**config.mk**
```make
export PLATFORM = sky130hd
export DESIGN_NAME = ps2_set1_scancode_to_hid_flat
export DESIGN_NICKNAME = d
export VERILOG_FILES = /design/src/rtl/ps2s1_pkg.sv /design/src/rtl/ps2s1_if.sv /design/src/rtl/ps2s1_scancode_to_hid.sv /design/src/rtl/ps2s1_decode.sv /design/src/flat_wrapper.sv
export SDC_FILE = /design/constraint.sdc
export NUM_CORES = 1
export LEC_CHECK = 0
export BUFFER_PORTS_ARGS = -buffer_cell sky130_fd_sc_hd__buf_2
export CAP_MARGIN = 10
export CELL_PAD_IN_SITES_DETAIL_PLACEMENT = 0
export CELL_PAD_IN_SITES_GLOBAL_PLACEMENT = 1
export CORE_MARGIN = 8
export CORE_UTILIZATION = 40
export CTS_CLUSTER_DIAMETER = 50
export DETAILED_ROUTE_END_ITERATION = 10
export GPL_TIMING_DRIVEN = 1
export PLACE_DENSITY_LB_ADDON = 0.25
export SYNTH_ARGS = -nofsm -noshare
export SYNTH_HDL_FRONTEND = slang
export SYNTH_HIERARCHICAL = 1
export SYNTH_SLANG_ARGS = --single-unit
```
**constraint.sdc**
```tcl
create_clock -name i_clk -period 3.45 [get_ports i_clk]
set_input_delay 0.1725 -clock i_clk [delete_from_list [all_inputs] [get_ports i_clk]]
set_output_delay 0.1725 -clock i_clk [all_outputs]
set_load 0.005 [all_outputs]
```
**src/rtl/ps2s1_pkg.sv**
```systemverilog
// Shared types, scancode constants and the set 1 to HID usage table.
// No dependencies; the converter and the decoder refer to this package by scoped names.
package ps2s1_pkg;

    localparam logic [7:0] SC_PREFIX = 8'hE0;
    localparam logic [7:0] SC_LALT   = 8'h38;
    localparam logic [7:0] SC_LCTRL  = 8'h1D;
    localparam logic [7:0] SC_LSHIFT = 8'h2A;
    localparam logic [7:0] SC_RSHIFT = 8'h36;
    localparam logic [7:0] SC_BREAK  = 8'h80;
    localparam logic [7:0] SC_DIGIT1 = 8'h02;
    localparam logic [7:0] SC_DIGIT9 = 8'h0A;

    localparam logic [7:0] MOD_LCTRL  = 8'h01;
    localparam logic [7:0] MOD_LSHIFT = 8'h02;
    localparam logic [7:0] MOD_LALT   = 8'h04;
    localparam logic [7:0] MOD_RCTRL  = 8'h10;
    localparam logic [7:0] MOD_RSHIFT = 8'h20;
    localparam logic [7:0] MOD_RALT   = 8'h40;

    localparam logic KIND_KEY   = 1'b0;
    localparam logic KIND_FOCUS = 1'b1;

    typedef struct packed {
        logic       kind;
        logic [7:0] usage;
        logic [7:0] modifiers;
        logic [3:0] focus_target;
    } t_event;

    typedef struct packed {
        logic       emit;
        t_event     evt;
        logic       ext_next;
        logic [7:0] mod_next;
    } t_decode;

    // Set 1 make code (low seven bits) to HID usage; zero means unmapped.
    function automatic logic [7:0] usage_of(input logic [6:0] code);
        logic [7:0] u;
        case (code)
            7'h01: u = 8'h29;
            7'h02: u = 8'h1E; 7'h03: u = 8'h1F; 7'h04: u = 8'h20;
            7'h05: u = 8'h21; 7'h06: u = 8'h22; 7'h07: u = 8'h23;
            7'h08: u = 8'h24; 7'h09: u = 8'h25; 7'h0A: u = 8'h26;
            7'h0B: u = 8'h27; 7'h0C: u = 8'h2D; 7'h0D: u = 8'h2E;
            7'h0E: u = 8'h2A; 7'h0F: u = 8'h2B;
            7'h10: u = 8'h14; 7'h11: u = 8'h1A; 7'h12: u = 8'h08;
            7'h13: u = 8'h15; 7'h14: u = 8'h17; 7'h15: u = 8'h1C;
            7'h16: u = 8'h18; 7'h17: u = 8'h0C; 7'h18: u = 8'h12;
            7'h19: u = 8'h13; 7'h1A: u = 8'h2F; 7'h1B: u = 8'h30;
            7'h1C: u = 8'h28;
            7'h1E: u = 8'h04; 7'h1F: u = 8'h16; 7'h20: u = 8'h07;
            7'h21: u = 8'h09; 7'h22: u = 8'h0A; 7'h23: u = 8'h0B;
            7'h24: u = 8'h0D; 7'h25: u = 8'h0E; 7'h26: u = 8'h0F;
            7'h27: u = 8'h33; 7'h28: u = 8'h34; 7'h29: u = 8'h35;
            7'h2B: u = 8'h31;
            7'h2C: u = 8'h1D; 7'h2D: u = 8'h1B; 7'h2E: u = 8'h06;
            7'h2F: u = 8'h19; 7'h30: u = 8'h05; 7'h31: u = 8'h11;
            7'h32: u = 8'h10; 7'h33: u = 8'h36; 7'h34: u = 8'h37;
            7'h35: u = 8'h38;
            7'h39: u = 8'h2C;
            7'h56: u = 8'h64;
            default: u = 8'h00;
        endcase
        return u;
    endfunction

endpackage

```
**src/rtl/ps2s1_if.sv**
```systemverilog
// Valid/ready channel interfaces: scancode byte in, key or focus event out.
// Has no dependencies; the event field widths are declared directly in each interface.
interface ps2s1_byte_if;
    logic       valid;
    logic       ready;
    logic [7:0] scan_byte;

    modport source (output valid, output scan_byte, input ready);
    modport sink   (input valid, input scan_byte, output ready);
endinterface

interface ps2s1_event_if;
    logic       valid;
    logic       ready;
    logic       kind;
    logic [7:0] usage;
    logic [7:0] modifiers;
    logic [3:0] focus_target;

    modport source (output valid, output kind, output usage, output modifiers,
                    output focus_target, input ready);
    modport sink   (input valid, input kind, input usage, input modifiers,
                    input focus_target, output ready);
endinterface

```
**src/rtl/ps2s1_scancode_to_hid.sv**
```systemverilog
// Pipeline: a byte accepted into the input register is decoded out of it, and its event is
// loaded into the result register when the byte advances, which waits on a stalled sink;
// bytes that give no event leave no output beat.
// Throughput: one byte per cycle while the sink keeps up; while an event waits on a
// stalled sink, hold one more byte in the input register, then drop input ready.
// Reset (synchronous, active low): prefix flag, modifier bits and both valids clear.
module ps2_set1_scancode_to_hid (
    input  logic                 i_clk,
    input  logic                 i_rst_n,
    ps2s1_byte_if.sink           i_scan,
    ps2s1_event_if.source        o_event
);

    // input stage: one held byte
    logic                 r_in_valid;
    logic [7:0]           r_in_byte;

    // decoder state
    logic                 r_ext;
    logic [7:0]           r_mods;

    // result stage
    logic                 r_out_valid;
    ps2s1_pkg::t_event    r_out_evt;

    ps2s1_pkg::t_decode   w_dec;
    logic                 w_advance;
    logic                 w_take;

    ps2s1_decode u_decode (
        .i_ext  (r_ext),
        .i_mods (r_mods),
        .i_byte (r_in_byte),
        .o_dec  (w_dec)
    );

    // Advance the held byte whenever the result register is free or draining
    // this cycle; a byte without an event waits the same way.
    assign w_advance = r_in_valid && (!r_out_valid || o_event.ready);
    assign i_scan.ready = !r_in_valid || w_advance;
    assign w_take = i_scan.valid && i_scan.ready;

    always_ff @(posedge i_clk) begin
        if (!i_rst_n) begin
            r_in_valid <= 1'b0;
        end else if (i_scan.ready) begin
            r_in_valid <= i_scan.valid;
        end
        if (w_take) begin
            r_in_byte <= i_scan.scan_byte;
        end
    end

    // Update prefix flag and modifiers exactly once per decoded byte.
    always_ff @(posedge i_clk) begin
        if (!i_rst_n) begin
            r_ext  <= 1'b0;
            r_mods <= 8'h00;
        end else if (w_advance) begin
            r_ext  <= w_dec.ext_next;
            r_mods <= w_dec.mod_next;
        end
    end

    // Hold the result until the sink takes it; load a new one on advance.
    always_ff @(posedge i_clk) begin
        if (!i_rst_n) begin
            r_out_valid <= 1'b0;
        end else if (w_advance) begin
            r_out_valid <= w_dec.emit;
        end else if (o_event.ready) begin
            r_out_valid <= 1'b0;
        end
        if (w_advance && w_dec.emit) begin
            r_out_evt <= w_dec.evt;
        end
    end

    assign o_event.valid        = r_out_valid;
    assign o_event.kind         = r_out_evt.kind;
    assign o_event.usage        = r_out_evt.usage;
    assign o_event.modifiers    = r_out_evt.modifiers;
    assign o_event.focus_target = r_out_evt.focus_target;

endmodule

```
**src/rtl/ps2s1_decode.sv**
```systemverilog
// Combinational decode of one scancode byte against the prefix flag and modifiers.
// Depends on ps2s1_pkg for constants, the usage table and the decode struct.
module ps2s1_decode (
    input  logic                 i_ext,
    input  logic [7:0]           i_mods,
    input  logic [7:0]           i_byte,
    output ps2s1_pkg::t_decode   o_dec
);

    logic [7:0] w_usage;

    assign w_usage = ps2s1_pkg::usage_of(i_byte[6:0]);

    always_comb begin
        o_dec          = '0;
        o_dec.ext_next = 1'b0;
        o_dec.mod_next = i_mods;
        if (i_byte == ps2s1_pkg::SC_PREFIX) begin
            o_dec.ext_next = 1'b1;
        end else if (i_ext) begin
            // extended: only right Alt and right Ctrl matter
            if (i_byte == ps2s1_pkg::SC_LALT) begin
                o_dec.mod_next = i_mods | ps2s1_pkg::MOD_RALT;
            end else if (i_byte == (ps2s1_pkg::SC_LALT | ps2s1_pkg::SC_BREAK)) begin
                o_dec.mod_next = i_mods & ~ps2s1_pkg::MOD_RALT;
            end else if (i_byte == ps2s1_pkg::SC_LCTRL) begin
                o_dec.mod_next = i_mods | ps2s1_pkg::MOD_RCTRL;
            end else if (i_byte == (ps2s1_pkg::SC_LCTRL | ps2s1_pkg::SC_BREAK)) begin
                o_dec.mod_next = i_mods & ~ps2s1_pkg::MOD_RCTRL;
            end
        end else if (i_byte == ps2s1_pkg::SC_LSHIFT) begin
            o_dec.mod_next = i_mods | ps2s1_pkg::MOD_LSHIFT;
        end else if (i_byte == (ps2s1_pkg::SC_LSHIFT | ps2s1_pkg::SC_BREAK)) begin
            o_dec.mod_next = i_mods & ~ps2s1_pkg::MOD_LSHIFT;
        end else if (i_byte == ps2s1_pkg::SC_RSHIFT) begin
            o_dec.mod_next = i_mods | ps2s1_pkg::MOD_RSHIFT;
        end else if (i_byte == (ps2s1_pkg::SC_RSHIFT | ps2s1_pkg::SC_BREAK)) begin
            o_dec.mod_next = i_mods & ~ps2s1_pkg::MOD_RSHIFT;
        end else if (i_byte == ps2s1_pkg::SC_LCTRL) begin
            o_dec.mod_next = i_mods | ps2s1_pkg::MOD_LCTRL;
        end else if (i_byte == (ps2s1_pkg::SC_LCTRL | ps2s1_pkg::SC_BREAK)) begin
            o_dec.mod_next = i_mods & ~ps2s1_pkg::MOD_LCTRL;
        end else if (i_byte == ps2s1_pkg::SC_LALT) begin
            o_dec.mod_next = i_mods | ps2s1_pkg::MOD_LALT;
        end else if (i_byte == (ps2s1_pkg::SC_LALT | ps2s1_pkg::SC_BREAK)) begin
            o_dec.mod_next = i_mods & ~ps2s1_pkg::MOD_LALT;
        end else if ((i_byte & ps2s1_pkg::SC_BREAK) != 8'h00) begin
            // drop other break codes
        end else if (((i_mods & ps2s1_pkg::MOD_LALT) != 8'h00)
                     && (i_byte >= ps2s1_pkg::SC_DIGIT1)
                     && (i_byte <= ps2s1_pkg::SC_DIGIT9)) begin
            o_dec.emit             = 1'b1;
            o_dec.evt.kind         = ps2s1_pkg::KIND_FOCUS;
            o_dec.evt.focus_target = i_byte[3:0] - 4'd1;
        end else if (w_usage != 8'h00) begin
            o_dec.emit          = 1'b1;
            o_dec.evt.kind      = ps2s1_pkg::KIND_KEY;
            o_dec.evt.usage     = w_usage;
            o_dec.evt.modifiers = i_mods;
        end
    end

endmodule
```
**src/flat_wrapper.sv**
```systemverilog
// flat-port wrapper written by rule: the top's interface ports become plain ports
module ps2_set1_scancode_to_hid_flat 
  (i_clk, i_rst_n, i_scan_valid, i_scan_scan_byte, i_scan_ready, o_event_valid, o_event_kind, o_event_usage, o_event_modifiers, o_event_focus_target, o_event_ready);
  ps2s1_byte_if i_scan_i ();
  ps2s1_event_if o_event_i ();
  input  logic i_clk;
  input  logic i_rst_n;
  input wire logic [$bits(i_scan_i.valid)-1:0] i_scan_valid;
  input wire logic [$bits(i_scan_i.scan_byte)-1:0] i_scan_scan_byte;
  output wire logic [$bits(i_scan_i.ready)-1:0] i_scan_ready;
  output wire logic [$bits(o_event_i.valid)-1:0] o_event_valid;
  output wire logic [$bits(o_event_i.kind)-1:0] o_event_kind;
  output wire logic [$bits(o_event_i.usage)-1:0] o_event_usage;
  output wire logic [$bits(o_event_i.modifiers)-1:0] o_event_modifiers;
  output wire logic [$bits(o_event_i.focus_target)-1:0] o_event_focus_target;
  input wire logic [$bits(o_event_i.ready)-1:0] o_event_ready;
  assign i_scan_i.valid = i_scan_valid;
  assign i_scan_i.scan_byte = i_scan_scan_byte;
  assign i_scan_ready = i_scan_i.ready;
  assign o_event_valid = o_event_i.valid;
  assign o_event_kind = o_event_i.kind;
  assign o_event_usage = o_event_i.usage;
  assign o_event_modifiers = o_event_i.modifiers;
  assign o_event_focus_target = o_event_i.focus_target;
  assign o_event_i.ready = o_event_ready;
  ps2_set1_scancode_to_hid u_core (.i_clk(i_clk), .i_rst_n(i_rst_n), .i_scan(i_scan_i), .o_event(o_event_i));
endmodule
```
==> results_dict.tcl, run 1 <==
set metrics [dict create \
    clk_pin_slew_ns 0.08 \
    critical_path_class "reg -> reg" \
    yosysTopAreaCellShare 0.340 \
    antenna_cells 0 \
    critical_path_source_type "register" \
    worst_r2r_startpoint "u_core/r_in_byte[0]" \
    layout_common_cells "sky130_fd_sc_hd__nand2_1 (37), sky130_fd_sc_hd__buf_2 (34), sky130_fd_sc_hd__edfxtp_1 (29)" \
    crit_path_max_fanout 21 \
    antenna_found_initial 0 \
    layout.filler_cells 604 \
    holdPathEnd "u_core/r_in_byte[1]" \
    setup_viol_count_final 0 \
    async_reset_ff_frac 0 \
    pin_count 35 \
    detail_route.wl_per_cell_um 15.5 \
    cts_tree "built" \
    min_period_ns 3.04 \
    ctsRootBufferMaster "sky130_fd_sc_hd__clkbuf_8" \
    place.detailed.hpwl_mm 4.42 \
    syn_avg_cell_area_um2 9.39 \
    netlist_instances 273 \
    yosys_register_bits 40 \
    rsz0062_at_grt "no" \
    power.leakage_uw 0.00110 \
    holdCritPathClass "in -> reg" \
    layout.cell_area.non_filler_um2 2920 \
    timing.final.crit_share 0.882 \
    reg2reg_setup_slack_ns 0.41 \
    status "finished, final reports clean" \
    groute.usage.overall 0.131 \
    vdd_ir_drop_max_mv 0.178 \
    placed_cell_area_um2 2800 \
    cts.sinks 40 \
    postSynth.topFlopCell "sky130_fd_sc_hd__edfxtp_1" \
    worst-endpoint-arrival_ns 3.05 \
    synthTopCellsByArea "sky130_fd_sc_hd__edfxtp_1 (34%), sky130_fd_sc_hd__dfxtp_1 (8.6%), sky130_fd_sc_hd__mux2i_1 (5.9%)" \
    crit_required_ns 3.46 \
    final_common_cell "sky130_fd_sc_hd__nand2_1" \
    die-area_um2 9230 \
    holdCritStartpoint "i_scan_scan_byte[1]" \
    ys.warnings.count 6 \
    grt-ovfl-total 0 \
    area.growth.synth_to_final_pct 13.8 \
    max-slew-margin-rel 0.308 \
    cts-root-to-sink-buffers 2 \
    drt_iter0_drc 307 \
    netlist.top_cell.by_area "sky130_fd_sc_hd__edfxtp_1" \
    totalNegativeSetupSlack_ns 0 \
    final_core_util 0.465 \
    routed_wirelength_mm 5.91 \
    grt_first_pass_wirelength_mm 9.62 \
    timing.max_cap.violations 0 \
    grt_start_max_net_pins 22 \
    number_of_buffers_inserted_by_hold_repair_at_cts 0 \
    core_area_um2 6280 \
    htree_levels 2 \
    post_cts_setup_bufs 0 \
    synth-seq-area-share 0.426 \
    drt.antenna.violating_nets 0 \
    final.setup.worst_slack_ns 0.409 \
    timing.clock.skew_ns 0.00811 \
    synth.distinct_cells 53 \
    grt_pass1_vias 2009 \
    initial_core_util 0.408 \
    worst-r2r-cell-count 11 \
    detailed_routing_iteration_count_for_the_pre_antenna_repair_pass 5 \
    min_delay_path_depth 1 \
    share_of_cells_above_drive_strength_1 0.213 \
    final-max-slew-violation-count 0 \
    cp-end-kind "register" \
    die-height_um 96.1 \
    horizontal_extent_of_the_die_um 96.1 \
    gp_congestion 0.844 \
    later_pin_clock_latency_in_the_skew_report_ns 0.30 \
    vias_per_cell 5.39 \
    cts_inserted_buffers 5 \
    io_buffers 34 \
    power_density_nw_per_um2 379 \
    number_of_gates_resized_after_cts 0 \
    layout.nets 325 \
    synth_enable_flop_cells 29 \
    upper_clock_frequency_limit_mhz 329 \
    hold_viol_final 0 \
    std_cell_rows 29 \
    placement.setup.worst_slack_ns 0.448 \
    detailroute.via_count 2058 \
    tightestPinTransition_ns 1.04 \
    total_nets_after_synthesis 294 \
    regToRegEndpoint "u_core/o_event.focus_target[0]" \
    finalNonFillerCells 382 \
    syn-cell-area_um2 2560 \
    drt_drc_violations_left 0 \
    post-place-cells 374 \
]
==> layer usage <==
layer | wire length, µm | track usage
met1 | 2830 | 0.182
met2 | 2530 | 0.194
met3 | 493 | 0.0320
met4 | 68 | 0.0435
met5 | 0 | 0
==> synth_stat cells, types with 2 or more instances <==
library cell,number
sky130_fd_sc_hd__a2111oi_0,2
sky130_fd_sc_hd__a211oi_1,8
sky130_fd_sc_hd__a21oi_1,12
sky130_fd_sc_hd__a311oi_1,3
sky130_fd_sc_hd__a31oi_1,3
sky130_fd_sc_hd__and2_1,4
sky130_fd_sc_hd__and3_1,4
sky130_fd_sc_hd__buf_2,7
sky130_fd_sc_hd__buf_4,6
sky130_fd_sc_hd__buf_6,2
sky130_fd_sc_hd__clkbuf_1,6
sky130_fd_sc_hd__dfxtp_1,11
sky130_fd_sc_hd__edfxtp_1,29
sky130_fd_sc_hd__ha_1,9
sky130_fd_sc_hd__inv_1,12
sky130_fd_sc_hd__inv_2,2
sky130_fd_sc_hd__mux2i_1,15
sky130_fd_sc_hd__nand2_1,37
sky130_fd_sc_hd__nand2b_1,3
sky130_fd_sc_hd__nand2b_4,2
sky130_fd_sc_hd__nand3_1,4
sky130_fd_sc_hd__nand3b_1,3
sky130_fd_sc_hd__nand4_1,4
sky130_fd_sc_hd__nor2_1,26
sky130_fd_sc_hd__nor2b_1,8
sky130_fd_sc_hd__nor3_1,2
sky130_fd_sc_hd__nor4_1,2
sky130_fd_sc_hd__nor4b_1,2
sky130_fd_sc_hd__o211ai_1,5
sky130_fd_sc_hd__o21ai_0,12
sky130_fd_sc_hd__o21ai_1,3
sky130_fd_sc_hd__o221ai_1,2
sky130_fd_sc_hd__or2_1,2
sky130_fd_sc_hd__or3_1,2
==> registers in the layout, summed over array words and instances (netlist names) <==
signal,cells
u_core/o_event.modifiers,8
u_core/o_event.kind,1
u_core/r_in_valid,1
u_core/o_event.usage,8
u_core/r_in_byte,8
u_core/o_event.focus_target,4
u_core/r_ext,1
u_core/o_event.valid,1
u_core/r_mods,8
==> worst max-delay path, stage by stage, from the launching register on <==
cell and delay (ns):
sky130_fd_sc_hd__edfxtp_1 0.39, sky130_fd_sc_hd__inv_1 0.19, sky130_fd_sc_hd__ha_1 0.29, sky130_fd_sc_hd__and2_1 0.22
sky130_fd_sc_hd__a211oi_1 0.07, sky130_fd_sc_hd__a211o_1 0.28, sky130_fd_sc_hd__a311oi_1 0.48, sky130_fd_sc_hd__o41ai_4 0.14
sky130_fd_sc_hd__a31oi_1 0.25, sky130_fd_sc_hd__nand2_1 0.10, sky130_fd_sc_hd__nor2_2 0.14, sky130_fd_sc_hd__buf_12 0.18
==> area by class of cell <==
type	instances	area [µm²]	share of cell area
Clock buffer	5	68.8	0.0236
Clock inverter	3	46.3	0.0159
Inverter	14	52.6	0.0180
Multi-Input combinational cell	198	1300	0.445
Sequential cell	40	1090	0.374
Tap cell	77	96.3	0.0330
Timing Repair Buffer	45	265	0.0909
==> worst max path at each step <==
stage / from / end / slack (ns) / depth (start not counted)
global route: u_core/r_in_byte[0] / u_core/o_event.focus_target[1] / 0.24 / 11
CTS: u_core/r_in_byte[0] / u_core/o_event.focus_target[0] / 0.43 / 11
floorplan: u_core/r_in_byte[1] / u_core/o_event.focus_target[0] / 0.11 / 11
detailed placement: u_core/r_in_byte[0] / u_core/o_event.kind / 0.45 / 11
finish: u_core/r_in_byte[0] / u_core/o_event.focus_target[0] / 0.41 / 11
global placement: u_core/r_in_byte[2] / u_core/o_event.focus_target[2] / 0.53 / 10
==> report_power, final <==
part           total [µW]  switching, µW  internal [µW]
registers             544           16.0            528
logic                 162           97.4           65.0
clock network         400            182            218
total                1110            296            811
==> through the flow <==
step | hold slack (ns) | total power, µW
2_1_floorplan | 0.271 | 668
3_3_place_gp | 0.349 | 718
3_5_place_dp | 0.351 | 716
4_1_cts | 0.0347 | 1110
5_1_grt | 0.0331 | 1150
6_report | 0.0433 | 1110
==> kinds of logic after synthesis <==
family / Yosys count / share of synthesized area
fa+ha+maj: 9 / 0.0439
other cells: 1 / 0.00146
compound gates: 60 / 0.166
xor+xnor: 2 / 0.00683
flops: 40 / 0.426
mux: 15 / 0.0586
buf+inv: 35 / 0.0693
simple gates: 111 / 0.228
No activity file was read; power rests on OpenSTA's default activity.
==> inputs of run 2 (changes only) <==
- PLACE_DENSITY_LB_ADDON: 0.25 -> 0.1
==> run 2 against run 1 <==
Compared with the run above: sequential share of layout area grew 0.34 points; flip-flop and latch count is the same; clock skew shrank 0.0032 ns; combinational power is essentially flat; setup slack lost 0.037 ns; largest cell class unchanged.
==> results_dict.tcl, run 2 (synthesis results as in run 1) <==
set metrics [dict create \
    layout.nets 326 \
    share_of_cells_above_drive_strength_1 0.209 \
    htree_levels 2 \
    horizontal_extent_of_the_die_um 96.1 \
    detailed_routing_iteration_count_for_the_pre_antenna_repair_pass 4 \
    setup_viol_count_final 0 \
    status "finished, final reports clean" \
    power_density_nw_per_um2 348 \
    cts_tree "built" \
    holdCritPathClass "in -> reg" \
    number_of_buffers_inserted_by_hold_repair_at_cts 0 \
    hold_viol_final 0 \
    groute.usage.overall 0.134 \
    placement.setup.worst_slack_ns 0.427 \
    grt_start_max_net_pins 22 \
    tightestPinTransition_ns 1.01 \
    drt_drc_violations_left 0 \
    vias_per_cell 5.34 \
    grt_first_pass_wirelength_mm 9.83 \
    cts_inserted_buffers 5 \
    timing.final.crit_share 0.892 \
    grt_pass1_vias 1949 \
    ctsRootBufferMaster "sky130_fd_sc_hd__clkbuf_8" \
    core_area_um2 6280 \
    timing.max_cap.violations 0 \
    worst-endpoint-arrival_ns 3.13 \
    upper_clock_frequency_limit_mhz 325 \
    critical_path_class "reg -> reg" \
    detailroute.via_count 2046 \
    clk_pin_slew_ns 0.08 \
    timing.clock.skew_ns 0.00488 \
    area.growth.synth_to_final_pct 12.8 \
    drt_iter0_drc 250 \
    final_common_cell "sky130_fd_sc_hd__nand2_1" \
    cts-root-to-sink-buffers 2 \
    multi_input_area_um2 1300 \
    std_cell_rows 29 \
    cp-end-kind "register" \
    totalNegativeSetupSlack_ns 0 \
    seqCellArea_um2 1090 \
    layout.filler_cells 631 \
    later_pin_clock_latency_in_the_skew_report_ns 0.29 \
    crit_required_ns 3.50 \
    grt-ovfl-total 0 \
    min_period_ns 3.08 \
    place.detailed.hpwl_mm 4.47 \
    vdd_ir_drop_max_mv 0.157 \
    routed_wirelength_mm 6.03 \
    cts.sinks 40 \
    max-slew-margin-rel 0.323 \
    rsz0062_at_grt "no" \
    io_buffers 34 \
    layout_common_cells "sky130_fd_sc_hd__nand2_1 (37), sky130_fd_sc_hd__buf_2 (34), sky130_fd_sc_hd__edfxtp_1 (29)" \
    die-height_um 96.1 \
    initial_core_util 0.408 \
    antenna_cells 0 \
    die-area_um2 9230 \
    final-max-slew-violation-count 0 \
    antenna_found_initial 0 \
    detail_route.wl_per_cell_um 15.7 \
    drt.antenna.violating_nets 0 \
    number_of_gates_resized_after_cts 0 \
    crit_path_max_fanout 21 \
    power.leakage_uw 0.00109 \
    pin_count 35 \
    gp_congestion 0.905 \
    post_cts_setup_bufs 0 \
    critical_path_source_type "register" \
    final.setup.worst_slack_ns 0.372 \
]
-- run 2: critical path, cell delays in order (launching register included) --
cell,delay [ns]
sky130_fd_sc_hd__edfxtp_1,0.63
sky130_fd_sc_hd__nand2_1,0.35
sky130_fd_sc_hd__o221ai_1,0.18
sky130_fd_sc_hd__a311oi_1,0.29
sky130_fd_sc_hd__a311oi_1,0.08
sky130_fd_sc_hd__buf_4,0.16
sky130_fd_sc_hd__a311oi_2,0.58
sky130_fd_sc_hd__a31oi_1,0.23
sky130_fd_sc_hd__nand2_1,0.13
sky130_fd_sc_hd__nor2_2,0.05
sky130_fd_sc_hd__buf_12,0.16
-- run 2: path summary, 6_finish.rpt --
kind                       start                 endpoint  slack, ns  depth (start not counted)
max          u_core/r_in_byte[2]  u_core/o_event.usage[0]       0.37                         10
min          i_scan_scan_byte[5]      u_core/r_in_byte[5]       0.05                          1
min reg2reg     u_core/r_mods[4]         u_core/r_mods[4]       0.46                          2
max reg2reg  u_core/r_in_byte[2]  u_core/o_event.usage[0]       0.37                         10
-- run 2: area by class of cell --
class | count | area share
clock buffers | 7 | 0.0264
inverters | 14 | 0.0182
clock inverters | 1 | 0.00173
multi-input cells | 198 | 0.449
repair buffers | 46 | 0.0943
well taps | 77 | 0.0333
flip-flops and latches | 40 | 0.377
-- run 2: per-layer routing --
layer / GRT usage / part of all wire
met5: 0 / 0
met4: 0.0359 / 0.0080
met3: 0.0335 / 0.070
met2: 0.205 / 0.44
met1: 0.184 / 0.48
-- run 2: stage by stage --
stage / cells / utilization / total power (µW) / hold slack (ns) / area [µm²]
6_report: 383 / 0.461 / 1010 / 0.0524 / 2890
5_1_grt: 383 / 0.461 / 1050 / 0.0440 / 2890
4_1_cts: 383 / 0.461 / 1020 / 0.0460 / 2890
3_5_place_dp: 375 / 0.448 / 718 / 0.351 / 2810
3_3_place_gp: 375 / 0.448 / 720 / 0.349 / 2810
2_1_floorplan: 273 / - / 668 / 0.271 / 2570
-- run 2: power breakdown --
part	switching (µW)	leakage, µW	internal, µW
logic	98.1	0.000685	65.9
registers	16.8	0.000366	528
clock network	157	0.0000422	142
